File: config.mk
export PLATFORM = sky130hd
export DESIGN_NAME = mcmp_ctrl
export DESIGN_NICKNAME = d
export VERILOG_FILES = /design/src/hdl/mcmp_pkg.sv /design/src/hdl/mcmp_ctrl.sv
export SDC_FILE = /design/constraint.sdc
export NUM_CORES = 1
export LEC_CHECK = 0
export BUFFER_PORTS_ARGS = -buffer_cell sky130_fd_sc_hd__buf_2
export CAP_MARGIN = 0
export CORE_MARGIN = 2
export CORE_UTILIZATION = 49
export CTS_BUF_LIST = sky130_fd_sc_hd__clkbuf_8
export CTS_CLUSTER_SIZE = 30
export DETAILED_ROUTE_END_ITERATION = 12
export PLACE_DENSITY = 0.79
export SYNTH_ARGS = -nofsm -noshare
export SYNTH_HDL_FRONTEND = slang
export SYNTH_SLANG_ARGS = --single-unit
File: constraint.sdc
create_clock -name clk -period 3.85 [get_ports clk]
set_input_delay 0.385 -clock clk [delete_from_list [all_inputs] [get_ports clk]]
set_output_delay 0.385 -clock clk [all_outputs]
set_load 0.005 [all_outputs]
File: src/hdl/mcmp_pkg.sv
package mcmp_pkg;

	// One input request of the command channel.
	typedef struct packed {
		logic [2:0] action;
		logic [7:0] module_row;
		logic [7:0] module_col;
		logic       module_value;
		logic [7:0] codeword_in;
	} req_t;

	// One result of the response channel.
	typedef struct packed {
		logic [7:0]  codeword_out;
		logic [10:0] codeword_index;
		logic        placed;
		logic        walk_done;
		logic        module_on;
		logic [10:0] codeword_count;
	} rsp_t;

	// Configuration register indexes.
	typedef logic [1:0] cfg_idx_t;
	localparam cfg_idx_t REG_MAP_ROWS = 2'd0;
	localparam cfg_idx_t REG_MAP_COLS = 2'd1;

	// Action codes of a request.
	localparam logic [2:0] ACT_LOAD   = 3'd0;
	localparam logic [2:0] ACT_PLACE  = 3'd1;
	localparam logic [2:0] ACT_READ   = 3'd2;
	localparam logic [2:0] ACT_FINISH = 3'd3;
	localparam logic [2:0] ACT_CLEAR  = 3'd4;

	// Bit positions of the marks of one module.
	localparam int MK_ON       = 0;
	localparam int MK_ASSIGNED = 1;
	localparam int MK_VISITED  = 2;
	typedef logic [2:0] mark_t;

	// Phases of the diagonal walk.
	typedef enum logic [1:0] {
		PH_CORNER,
		PH_UP,
		PH_DOWN,
		PH_DONE
	} phase_t;

	// Signed walk and module coordinates.
	typedef logic signed [9:0] coord_t;

	// Commands from the controller to the datapath.
	typedef enum logic [4:0] {
		CMD_NONE,
		CMD_CAPTURE,
		CMD_CLR_START,
		CMD_CLR_STEP,
		CMD_RD_XY,
		CMD_LOAD_WR,
		CMD_READ_RES,
		CMD_RD_LAST,
		CMD_FIN_WR,
		CMD_RD_LAST2,
		CMD_FIN_WR2,
		CMD_CORNER,
		CMD_RD_WALK,
		CMD_MOD_INIT,
		CMD_MOD_CALC,
		CMD_MOD_RD,
		CMD_MOD_WR,
		CMD_MOD_NEXT,
		CMD_PLACE_RES,
		CMD_EMIT
	} cmd_t;

	// Status from the datapath to the controller.
	typedef struct packed {
		logic [2:0] act;
		phase_t     phase;
		logic       fin;
		logic       xy_ok;
		logic       walk_ok;
		logic       free;
		logic       mod_ok;
		logic       last_bit;
		logic       clr_last;
		logic       shape_zero;
		logic       out_busy;
	} status_t;

endpackage

File: src/hdl/mcmp_ctrl.sv
module mcmp_ctrl (
	input  logic              clk,
	input  logic              arst_n,
	input  logic              req_valid,
	output logic              req_ready,
	input  mcmp_pkg::status_t st,
	output mcmp_pkg::cmd_t    cmd
);
	import mcmp_pkg::*;

	typedef enum logic [3:0] {
		S_CLEAR, S_IDLE, S_DISPATCH, S_LOAD_WR, S_READ_RES, S_FIN_CHK,
		S_FIN_RD2, S_FIN_WR2, S_TICK, S_WALK_CHK, S_MOD_CALC, S_MOD_RD,
		S_MOD_WR, S_PLACE, S_EMIT
	} state_t;

	state_t state_q, state_d;
	logic   clr_emit_q, clr_emit_d;

	assign req_ready = state_q == S_IDLE && !st.out_busy;

	// Next state and command.
	always_comb begin
		state_d = state_q;
		clr_emit_d = clr_emit_q;
		cmd = CMD_NONE;
		unique case (state_q)
			S_CLEAR: begin
				cmd = CMD_CLR_STEP;
				if (st.clr_last) state_d = clr_emit_q ? S_EMIT : S_IDLE;
			end
			S_IDLE: begin
				if (req_valid && req_ready) begin
					cmd = CMD_CAPTURE;
					state_d = S_DISPATCH;
				end
			end
			S_DISPATCH: begin
				unique case (st.act)
					ACT_READ: begin
						if (st.xy_ok) begin
							cmd = CMD_RD_XY;
							state_d = S_READ_RES;
						end else begin
							state_d = S_EMIT;
						end
					end
					ACT_PLACE: state_d = (st.fin || st.phase == PH_DONE) ? S_EMIT : S_TICK;
					ACT_FINISH: begin
						cmd = CMD_RD_LAST;
						state_d = S_FIN_CHK;
					end
					ACT_CLEAR: begin
						cmd = CMD_CLR_START;
						clr_emit_d = 1'b1;
						state_d = S_CLEAR;
					end
					default: begin
						// Load, and codes without meaning, which change nothing.
						if (st.act == ACT_LOAD && st.xy_ok) begin
							cmd = CMD_RD_XY;
							state_d = S_LOAD_WR;
						end else begin
							state_d = S_EMIT;
						end
					end
				endcase
			end
			S_LOAD_WR: begin
				cmd = CMD_LOAD_WR;
				state_d = S_EMIT;
			end
			S_READ_RES: begin
				cmd = CMD_READ_RES;
				state_d = S_EMIT;
			end
			S_FIN_CHK: begin
				cmd = CMD_FIN_WR;
				state_d = st.free ? S_FIN_RD2 : S_EMIT;
			end
			S_FIN_RD2: begin
				cmd = CMD_RD_LAST2;
				state_d = S_FIN_WR2;
			end
			S_FIN_WR2: begin
				cmd = CMD_FIN_WR2;
				state_d = S_EMIT;
			end
			S_TICK: begin
				if (st.phase == PH_DONE) begin
					state_d = S_EMIT;
				end else if (st.phase == PH_CORNER) begin
					cmd = CMD_CORNER;
					if (!st.shape_zero) state_d = S_MOD_CALC;
				end else begin
					cmd = CMD_RD_WALK;
					if (st.walk_ok) state_d = S_WALK_CHK;
				end
			end
			S_WALK_CHK: begin
				if (st.free) begin
					cmd = CMD_MOD_INIT;
					state_d = S_MOD_CALC;
				end else begin
					state_d = S_TICK;
				end
			end
			S_MOD_CALC: begin
				cmd = CMD_MOD_CALC;
				state_d = S_MOD_RD;
			end
			S_MOD_RD: begin
				if (st.mod_ok) begin
					cmd = CMD_MOD_RD;
					state_d = S_MOD_WR;
				end else begin
					cmd = CMD_MOD_NEXT;
					state_d = st.last_bit ? S_PLACE : S_MOD_CALC;
				end
			end
			S_MOD_WR: begin
				cmd = CMD_MOD_WR;
				state_d = st.last_bit ? S_PLACE : S_MOD_CALC;
			end
			S_PLACE: begin
				cmd = CMD_PLACE_RES;
				state_d = S_EMIT;
			end
			S_EMIT: begin
				cmd = CMD_EMIT;
				clr_emit_d = 1'b0;
				state_d = S_IDLE;
			end
			default: state_d = S_IDLE;
		endcase
	end

	// State register; reset starts the clearing pass.
	always_ff @(posedge clk or negedge arst_n) begin
		if (!arst_n) begin
			state_q <= S_CLEAR;
			clr_emit_q <= 1'b0;
		end else begin
			state_q <= state_d;
			clr_emit_q <= clr_emit_d;
		end
	end
endmodule

; Word level (Yosys, flattened, before mapping)
; Index checks and enable logic that the tools add are counted.
[op_classes]
eq_ne = 24
muxes = 27
n_reduce_logical = 12
[op_table]
columns = op, count
row1 = 5-bit case mux with 15 select lines, 1
row2 = 4-bit two-way mux, 12
row3 = 4-bit case mux with 11 select lines, 1
row4 = 4-bit equality test (second input constant), 7
row5 = 3-bit two-way mux, 6
row6 = 4-bit by 3-bit equality test with 1-bit output (second input constant), 4
row7 = 4-bit case mux with 4 select lines, 1
row8 = 3-bit case mux with 4 select lines, 1
row9 = 4-bit by 2-bit equality test with 1-bit output (second input constant), 2
row10 = 4-bit inequality test (second input constant), 2
row11 = 3-bit by 2-bit equality test with 1-bit output (second input constant), 2
row12 = 5-bit two-way mux, 1
row13 = 4-bit by 1-bit equality test with 1-bit output (second input constant), 1
row14 = 4-bit zero test, 1
row15 = 2-bit inequality test (second input constant), 2
row16 = 4-bit AND reduction, 1
row17 = 4-bit OR reduction, 1
row18 = 3-bit by 1-bit equality test with 1-bit output (second input constant), 1
row19 = 3-bit equality test (second input constant), 1
row20 = 1-bit logical AND, 3
row21 = 3-bit zero test, 1
row22 = 2-bit equality test (second input constant), 1
row23 = 2-bit zero test, 1
row24 = 1-bit two-way mux, 2
row25 = other kinds (7), 7
[word_totals]
ff_bits = 5
inputBits = 17
elab_cells = 65

; Longest topological paths before layout
; Gate-level depths: netlist (run 1).
[logic_depth]
ltp_word = 5
ltp_mapped = 7
ltp_nobuf = 7

; Worst setup path after synthesis (run 1)
; OpenSTA, ideal clock, no wires.
[synth_path]
path_kind = reg-to-output
startpoint = register state_q[1]
endpoint = output cmd[0]
arrival_ns = 1.186
setup_slack_ns = 2.279
path_stages_with_launch = 7
path_buffers = 1
path_cell_list = dfrtp_1 -> buf_2 -> and2b_2 -> nand2_1 -> nor2_1 -> a32oi_1 -> nand3_1
[synth_between]
elab_chain_cells = 5
word_cells_on_any_way = 19
classes_between = eq/ne (14) / mux (2) / reduce/logical (3)
[synth_lines]
columns = element, line_no
row1 = "start, declared", mcmp_ctrl.sv:17  ; state_t state_q, state_d;
row2 = "start signal, assigned", mcmp_ctrl.sv:144  ; state_q <= state_d;
row3 = 4-bit by 1-bit equality test with 1-bit output, "mcmp_ctrl.sv:20, mcmp_ctrl.sv:27"
row4 = 1-bit logical AND, mcmp_ctrl.sv:20  ; assign req_ready = state_q == S_IDLE && !st.out_busy;
row5 = 1-bit logical AND, mcmp_ctrl.sv:33  ; if (req_valid && req_ready) begin
row6 = 1-bit two-way mux, mcmp_ctrl.sv:33
row7 = 5-bit case mux with 15 select lines (*), mcmp_ctrl.sv:27  ; unique case (state_q)
row8 = "end, declared", mcmp_ctrl.sv:7  ; output mcmp_pkg::cmd_t cmd
; Every way passes the cells marked *; elsewhere a longest branch is shown, timed or not.

; Worst setup path in the final report (run 1)
[layout_path]
startpoint = register state_q[2]
endpoint = output cmd[1]
[layout_between]
elab_chain_cells = 2
word_cells_on_any_way = 16
classes_between = eq/ne (14) / mux (1) / reduce/logical (1)
[layout_lines]
columns = element, line_no
row1 = 4-bit equality test (tied with other cells), mcmp_ctrl.sv:27
row2 = 5-bit case mux with 15 select lines (*), mcmp_ctrl.sv:27
; Marked as above.

==> metrics.yaml, run 1 <==
path_clk_slew_ps: 40
max_freq_ghz: 0.438
slew_violations: 0
clock_latency_ps: 230
clk_path_buf_depth: 2
maxCapViolations: 0
post_cts_resized: 0
grt_pass1_vias: 910
dp.cells: 161
grt.overflow.total: 0
syn_area_per_cell_um2: 6.43
core_um2: 1690
multi_input_area_um2: 638
synth.largest_area_cell: "dfrtp_1"
synthAdderAreaFrac_pct: 4.39
critPathMaxFanout: 27
peakVddDrop_mv: 0.362
end_kind: "output pin"
hold_viol: 0
cp.arrival_ps: 1900
grt_max_degree: 28
synth_compound_area_share_pct: 32.6
pin_count: 23
wl_per_cell_um: 13.4
vias: 1005
muxShareOfSynthArea_pct: 2.34
p_leak_nw: 0.462
diodes: 0
fillCellCount: 166
final_antenna_net_count: 0
seq_area_um2: 125
wl_um: 2220
setup_tns_ps: 0
synthCells: 133
die_h_um: 45.8
fin_nets: 170
h-tree-depth: 1
drive_above_1_share_pct: 19.5
dp_hpwl_um: 1710
synth.net_count: 153
track_usage_pct: 25.1
grt_pass1_wl_um: 3800
gp_congestion: 0.913
start_util_pct: 50.7
path_cells: "nand2b_1 -> nor2_1 -> a32oi_1 -> nand3_1 -> buf_2"
synthTopCellsByCount: "18 x nor2_1, 17 x nand2_1, 11 x o21ai_0"
required_ps: 3460
synth-seq-cells: 5
netlist_top_cells_area: "dfrtp_1 15%, nor2_1 7.9%, nand2_1 7.5%"
crit_type: "flip-flop to output pin"
rsz0062_at_grt: "no"
fin_crit_ps: 2280
worst-slew-pin-transition_ps: 738
ys.flop_type: "dfrtp_1"
cts-root-buf: "clkbuf_8"
min_period_over_period_pct: 59.2
area_growth_pct: 14.2
synth_enable_flop_cells: 0
setup_viol: 0
fin_cells: 166
worst-path-buf-inv: 1
cts_made_buffers: 3
synth_xor_area_share_pct: 1.02
synth_top_family_by_area: "simple AND/OR/NAND/NOR gates"
syn_area_um2: 856
min_path_type: "primary input to async pin"
tritoncts: "built"
yosys.area_share.simple_pct: 34.2
async_flop_share_pct: 100
die_w_um: 45.8
portBuffers: 22
skew_ps: 3.73
fp-row-count: 15
via_per_inst: 6.05
cts.sinks: 5
synth_cell_types: 39
maxSlewHeadroom_pct: 50.8
synth.most_common_cell: "nor2_1"
path_delay_family: "flip-flops"
die_area_um2: 2100
dr.pass1.iters: 4
critPathSlowestCell: "dfrtp_1"
status: "completed"
critPathLaunchType: "flip-flop"
drc_errors: 0
yosys.area.top_type_share_pct: 14.6
drt-initial-drc-count: 37
ys_warn_count: 0
antenna_found_initial: 0
cp_slowest_stage_delay_ps: 810
p_per_area_nw_per_um2: 752
yosysSeqAreaShare_pct: 14.6
[cells in the final DEF (no fill, tap or decap), types with 2 or more instances in the layout]
cell | netlist | layout
ha_1 | 3 | 3
buf_2 | 7 | 22
a21oi_1 | 10 | 10
inv_1 | 7 | 7
a211oi_1 | 2 | 2
o22ai_1 | 2 | 2
clkbuf_8 | 0 | 3
a21o_1 | 2 | 2
o21bai_1 | 2 | 2
o21ai_0 | 11 | 11
dfrtp_1 | 5 | 5
nand3_1 | 5 | 5
o32ai_1 | 2 | 2
mux2i_1 | 2 | 2
nor3_1 | 3 | 3
o21a_1 | 2 | 2
a31oi_1 | 4 | 4
nor4_1 | 3 | 3
nand2_1 | 17 | 17
nand2b_1 | 6 | 6
nor2_1 | 18 | 18
[final timing paths]
check	startpoint	end	slack, ps	cells past startpoint
max reg2reg	state_q[2]	state_q[2]	2060	4
min	arst_n	state_q[1]	500	2
min in group clk	st[6]	state_q[3]	500	4
max in group asynchronous	arst_n	clr_emit_q	3210	2
max	state_q[2]	cmd[1]	1570	5
min reg2reg	clr_emit_q	clr_emit_q	610	2
[stage by stage]
| step | utilization [%] | hold WS [ps] | worst slack [ps] | power [mW] | instance area (um2) |
|---|---|---|---|---|---|
| after CTS | 57.9 | 497 | 1610 | 0.729 | 977 |
| after global routing | 57.9 | 528 | 1460 | 0.808 | 977 |
| after detailed placement | 54.5 | 208 | 1860 | 0.624 | 921 |
| after global placement | 54.5 | 199 | 1910 | 0.620 | 921 |
| after floorplan | - | 89.4 | 2280 | 0.532 | 856 |
| final | 57.9 | 496 | 1570 | 0.735 | 977 |
[worst register-to-register path, stage by stage, from the launching register on]
cell and delay, ps:
dfrtp_1 810, nand2b_1 300, nor2_1 90, a221oi_1 300, a31oi_1 150
[metal layers]
layer | part of all wire (%) | GRT usage (%) | vias to the layer above | wire length (um)
met4 | 3.4 | 13.7 | 0 | 76
met3 | 8.1 | 9.13 | 10 | 181
li1 | - | - | 503 | -
met5 | 0 | 0 | - | 0
met1 | 43 | 31.3 | 430 | 951
met2 | 46 | 37.5 | 62 | 1020
[report_power, final]
part	total (mW)	internal [mW]	switching [mW]
logic	0.446	0.209	0.238
clock network	0.0995	0.0698	0.0296
registers	0.189	0.0781	0.111
total	0.735	0.357	0.378
[repair_timing]
item                      4_1_cts  5_1_grt
hold buffers                    1        0
hold endpoints to repair        5        0
buffers inserted                0        0
[sequential cells by signal (all words and copies together), names as in the netlist]
signal      cells
clr_emit_q      1
state_q         4
[logic make-up (layout without fill, tap and decap cells)]
| family | Yosys count | after routing |
|---|---|---|
| buffers and inverters | 18 | 34 |
| xor gates and xnor gates | 1 | 1 |
| DFF | 5 | 5 |
| adders and majority gates | 3 | 3 |
| muxes | 2 | 2 |
| AOI/OAI and AO/OA | 44 | 44 |
| and+or+nand+nor | 60 | 60 |
[final cells by class]
type / instances / share of cell area [%]
sequential: 5 / 12.8
multi-input combinational: 110 / 65.3
clock inverter: 1 / 0.512
tap: 17 / 2.18
clock buffer: 3 / 4.23
inverter: 7 / 2.69
timing repair buffer: 23 / 12.3
Note: power is estimated with default switching activity, not from simulation.
==> run 2: changes to the inputs <==
--- a/config.mk
+++ b/config.mk
@@ -12,7 +12,7 @@
 export CTS_BUF_LIST = sky130_fd_sc_hd__clkbuf_8
 export CTS_CLUSTER_SIZE = 30
 export DETAILED_ROUTE_END_ITERATION = 12
-export PLACE_DENSITY = 0.79
+export PLACE_DENSITY = 0.82
 export SYNTH_ARGS = -nofsm -noshare
 export SYNTH_HDL_FRONTEND = slang
 export SYNTH_SLANG_ARGS = --single-unit
==> constraint.sdc (replaced) <==
create_clock -name clk -period 2 [get_ports clk]
set_input_delay 0.2 -clock clk [delete_from_list [all_inputs] [get_ports clk]]
set_output_delay 0.2 -clock clk [all_outputs]
set_load 0.005 [all_outputs]
==> metrics.yaml, run 2 (synthesized netlist as in run 1, its figures left out) <==
dp.cells: 165
r2r_setup_slack_ps: 470
cts.sinks: 5
antenna_found_initial: 0
drive_above_1_share_pct: 22.7
r2r-start: "state_q[1]"
critPathSlowestCell: "dfrtp_2"
setup_viol: 0
postLayoutSetupSlackWorst_ps: 140
tritoncts: "built"
maxSlewHeadroom_pct: 74.2
drc_errors: 0
dr.pass1.iters: 4
fin_cells: 171
cts_made_buffers: 3
die_h_um: 45.8
wl_per_cell_um: 13.5
track_usage_pct: 24.4
whs_path_depth: 4
crit_type: "flip-flop to output pin"
required_ps: 1800
worstRegToRegCells: 4
grt_max_degree: 16
layout_commonest_cell: "buf_2"
grt.overflow.total: 0
pin_count: 23
dp_hpwl_um: 1730
core_um2: 1690
max_freq_ghz: 0.538
min_path_type: "primary input to flip-flop"
slew_violations: 0
reg2reg_to: "state_q[3]"
h-tree-depth: 1
final_cell_mix: "22 x buf_2, 18 x nor2_1, 17 x nand2_1"
p_per_area_nw_per_um2: 1470
portBuffers: 22
hold_viol: 0
grt_pass1_wl_um: 3760
min_period_over_period_pct: 93.0
peakVddDrop_mv: 0.777
via_per_inst: 6.10
setup_tns_ps: 0
gp_congestion: 0.896
fin_nets: 175
rsz0062_at_grt: "no"
die_w_um: 45.8
fin_crit_ps: 1860
reg.largest.list: "state_q x4, clr_emit_q x1"
clk_path_buf_depth: 2
regMostFlops: "state_q"
area_growth_pct: 18.7
cts-root-buf: "clkbuf_8"
critPathLaunchType: "flip-flop"
cp_slowest_stage_delay_ps: 460
status: "completed"
hold_end: "state_q[3]"
largest_register_ffs: 4
wl_um: 2300
path_cells: "and2b_2 -> nand2_1 -> nor2_1 -> a32oi_1 -> nand3_1 -> buf_2"
clock_latency_ps: 220
diodes: 0
skew_ps: 1.09
die_area_um2: 2100
worst-slew-pin-transition_ps: 387
start_util_pct: 50.7
vias: 1043
critPathMaxFanout: 11
cp.arrival_ps: 1660
place_ws_ps: 198
p_leak_nw: 0.486
fp-row-count: 15
worstHoldStart: "st[6]"
maxCapViolations: 0
drt-initial-drc-count: 43
final_antenna_net_count: 0
grt_pass1_vias: 952
path_clk_slew_ps: 30
end_kind: "output pin"
[run 2: cell count changes in the layout (fill, tap and decap cells not counted)]
| cell | previous run | this run |
|---|---|---|
| buf_4 | 0 | 5 |
| dfrtp_1 | 5 | 3 |
| dfrtp_2 | 0 | 2 |
| clkinv_2 | 1 | 0 |
| inv_1 | 7 | 8 |
| or2_0 | 1 | 0 |
| or2_1 | 0 | 1 |
[run 2: timing repair]
| action | CTS | global route |
|---|---|---|
| hold buffers | 1 | 0 |
| buffers inserted | 0 | 1 |
| resized for setup | 1 | 2 |
| endpoints found under the setup margin | 2 | 2 |
| endpoints found under the hold margin | 5 | 0 |
[run 2: metal layers]
metal	part of all wire [%]	GRT usage, %	up-vias
met1	42	29.3	460
met4	1.9	8.00	0
met3	8.9	5.95	6
li1	-	-	513
met2	47	42.3	64
met5	0	0	-
[run 2: final cells by class]
cell class | instances | area [um2]
Clock buffer | 3 | 41.3
Clock inverter | 1 | 3.75
Fill cell | 160 | 673
Inverter | 7 | 26.3
Multi-Input combinational cell | 110 | 638
Sequential cell | 5 | 128
Tap cell | 17 | 21.3
Timing Repair Buffer | 28 | 158
[run 2: power breakdown]
part	internal [mW]	switching, mW	total (mW)
combinational	0.463	0.584	1.05
clock	0.131	0.0480	0.179
sequential	0.158	0.106	0.264
[run 2: worst max path at each step]
| stage | startpoint | end | slack, ps | cells past startpoint |
|---|---|---|---|---|
| 2_1_floorplan | state_q[1] | cmd[0] | 610 | 6 |
| 3_3_place_gp | state_q[0] | cmd[1] | 270 | 6 |
| 3_5_place_dp | state_q[0] | cmd[0] | 200 | 6 |
| 4_1_cts | state_q[0] | cmd[0] | 80 | 6 |
| 5_1_grt | state_q[1] | cmd[0] | 50 | 6 |
| 6_report | state_q[1] | cmd[0] | 140 | 6 |
[run 2: through the flow]
stage	instance area (um2)	power (mW)	util, %	hold WS [ps]
after global placement	951	1.24	56.3	13.5
after floorplan	856	1.02	-	-95.6
after detailed placement	951	1.26	56.3	15.1
final	1020	1.49	60.1	339
after CTS	1010	1.45	59.6	331
after global routing	1020	1.64	60.1	359
[run 2: critical path, delay by kind of cell, from the launching register on]
family          cells  cell delay (ps)
simple gates        4              560
compound gates      1              260
buf+inv             1              140
flops               1              460
==> run 3: changes to the inputs <==
--- a/config.mk
+++ b/config.mk
@@ -13,6 +13,7 @@
 export CTS_CLUSTER_SIZE = 30
 export DETAILED_ROUTE_END_ITERATION = 12
 export PLACE_DENSITY = 0.82
+export RECOVER_POWER = 50
 export SYNTH_ARGS = -nofsm -noshare
 export SYNTH_HDL_FRONTEND = slang
 export SYNTH_SLANG_ARGS = --single-unit
==> metrics.yaml, run 3 (synthesized netlist as in run 1, its figures left out) <==
cp-startpoint: "state_q[1]"
multi_input_area_um2: 637
switchingPower_mw: 0.732
wl_um: 2290
rsz0062_at_grt: "no"
status: "completed"
die_w_um: 45.8
wl_met2_um: 1110
min_path_type: "primary input to flip-flop"
hold_viol: 0
r2r_setup_slack_ps: 470
fp-row-count: 15
cp_slowest_stage_delay_ps: 460
clock_latency_ps: 220
clkPwrFrac_pct: 12.1
portBuffers: 22
track_usage_pct: 24.4
layout_commonest_cell: "buf_2"
path_cells: "and2b_1 -> nand2_1 -> nor2_1 -> a32oi_1 -> nand3_1 -> buf_2"
reg2reg_to: "state_q[3]"
fin_nets: 175
drt-initial-drc-count: 34
reg.largest.list: "state_q x4, clr_emit_q x1"
drc_errors: 0
required_ps: 1800
r2r-start: "state_q[1]"
grt_max_degree: 16
max_freq_ghz: 0.538
skew_ps: 1.23
fillCellCount: 162
critPathLaunchType: "flip-flop"
drive_above_1_share_pct: 21.4
pin_count: 23
postLayoutSetupSlackWorst_ps: 141
p_per_area_nw_per_um2: 1460
place_ws_ps: 198
dr.pass1.iters: 5
final_cell_mix: "21 x buf_2, 18 x nor2_1, 17 x nand2_1"
cp.arrival_ps: 1660
fin_cells: 171
grt_pass1_vias: 952
final_antenna_net_count: 0
worstHoldStart: "st[6]"
die_area_um2: 2100
regMostFlops: "state_q"
worst-path-buf-inv: 1
maxCapViolations: 0
min_period_over_period_pct: 92.9
critPathSlowestCell: "dfrtp_2"
whs_path_depth: 4
end_kind: "output pin"
wl_per_cell_um: 13.4
clk_path_buf_depth: 2
antenna_found_initial: 0
worstRegToRegCells: 4
dr.max_layer_used: "met4"
vias: 1050
power_mw: 1.48
power_frac_seq_pct: 17.7
comb_power_share_pct: 70.2
die_h_um: 45.8
dp.cells: 165
design_area_um2: 1010
tritoncts: "built"
grt.overflow.total: 0
seq_area_um2: 128
core_um2: 1690
maxSlewHeadroom_pct: 75.4
fin_crit_ps: 1860
cts.sinks: 5
path_clk_slew_ps: 30
area_growth_pct: 18.4
switching_share_pct: 49.4
setup_tns_ps: 0
dpl_cell_area_um2: 951
cts-root-buf: "clkbuf_8"
h-tree-depth: 1
crit_type: "flip-flop to output pin"
path_delay_family: "simple AND/OR/NAND/NOR gates"
peakVddDrop_mv: 0.772
cts_made_buffers: 3
p_leak_nw: 0.484
internal_power_mw: 0.749
grt_pass1_wl_um: 3760
largest_register_ffs: 4
slew_violations: 0
worst-slew-pin-transition_ps: 370
setup_viol: 0
gp_congestion: 0.896
dp_hpwl_um: 1730
critPathMaxFanout: 11
start_util_pct: 50.7
via_per_inst: 6.14
wl_met1_um: 945
hold_end: "state_q[3]"
dr_wl_met3_um: 200
diodes: 0
## run 3: cell count changes in the layout (fill, tap and decap cells not counted), sizes merged
cell,change
buf,-1
clkbuf,+1
## run 3: through the flow
stage,utilization [%],hold WS (ps)
after CTS,59.6,331
after detailed placement,56.3,15.1
after global routing,60.0,359
final,60.0,341
after global placement,56.3,13.5
after floorplan,-,-95.6
## run 3: repair_timing
action | 4_1_cts | 5_1_grt
resized for setup | 1 | 2
endpoints found under the setup margin | 2 | 2
buffers inserted | 0 | 1
hold buffers | 1 | 0
endpoints found under the hold margin | 5 | 0
## run 3: layout make-up
class	instances	share of cell area, %
inverters	7	2.59
multi-input cells	110	62.8
clock buffers	3	4.07
well taps	17	2.10
flip-flops and latches	5	12.6
clock inverters	1	0.370
repair buffers	28	15.4
## run 3: worst reg2reg max path, stage by stage, from the launching register on
cell and delay, ps:
dfrtp_2 460, or2_1 330, nor3_1 310, nand2b_2 210
o32ai_1 90
## run 3: how the worst max path moves through the flow
stage | end | slack, ps | depth (start not counted)
3_3_place_gp | cmd[1] | 270 | 6
2_1_floorplan | cmd[0] | 610 | 6
6_report | cmd[0] | 140 | 6
5_1_grt | cmd[0] | 40 | 6
4_1_cts | cmd[0] | 80 | 6
3_5_place_dp | cmd[0] | 200 | 6
## run 3: layer usage
metal,vias up,GRT usage (%)
met2,59,42.3
li1,514,-
met4,0,8.00
met5,-,0
met3,4,5.95
met1,473,29.3
## run 3: power groups by stage
stage               registers [mW]  logic (mW)  clock network, mW
global route                 0.273        1.17              0.194
CTS                          0.274       0.995              0.183
detailed placement           0.272       0.989                  0
finish                       0.262        1.04              0.179
floorplan                    0.182       0.842                  0
global placement             0.268       0.972                  0
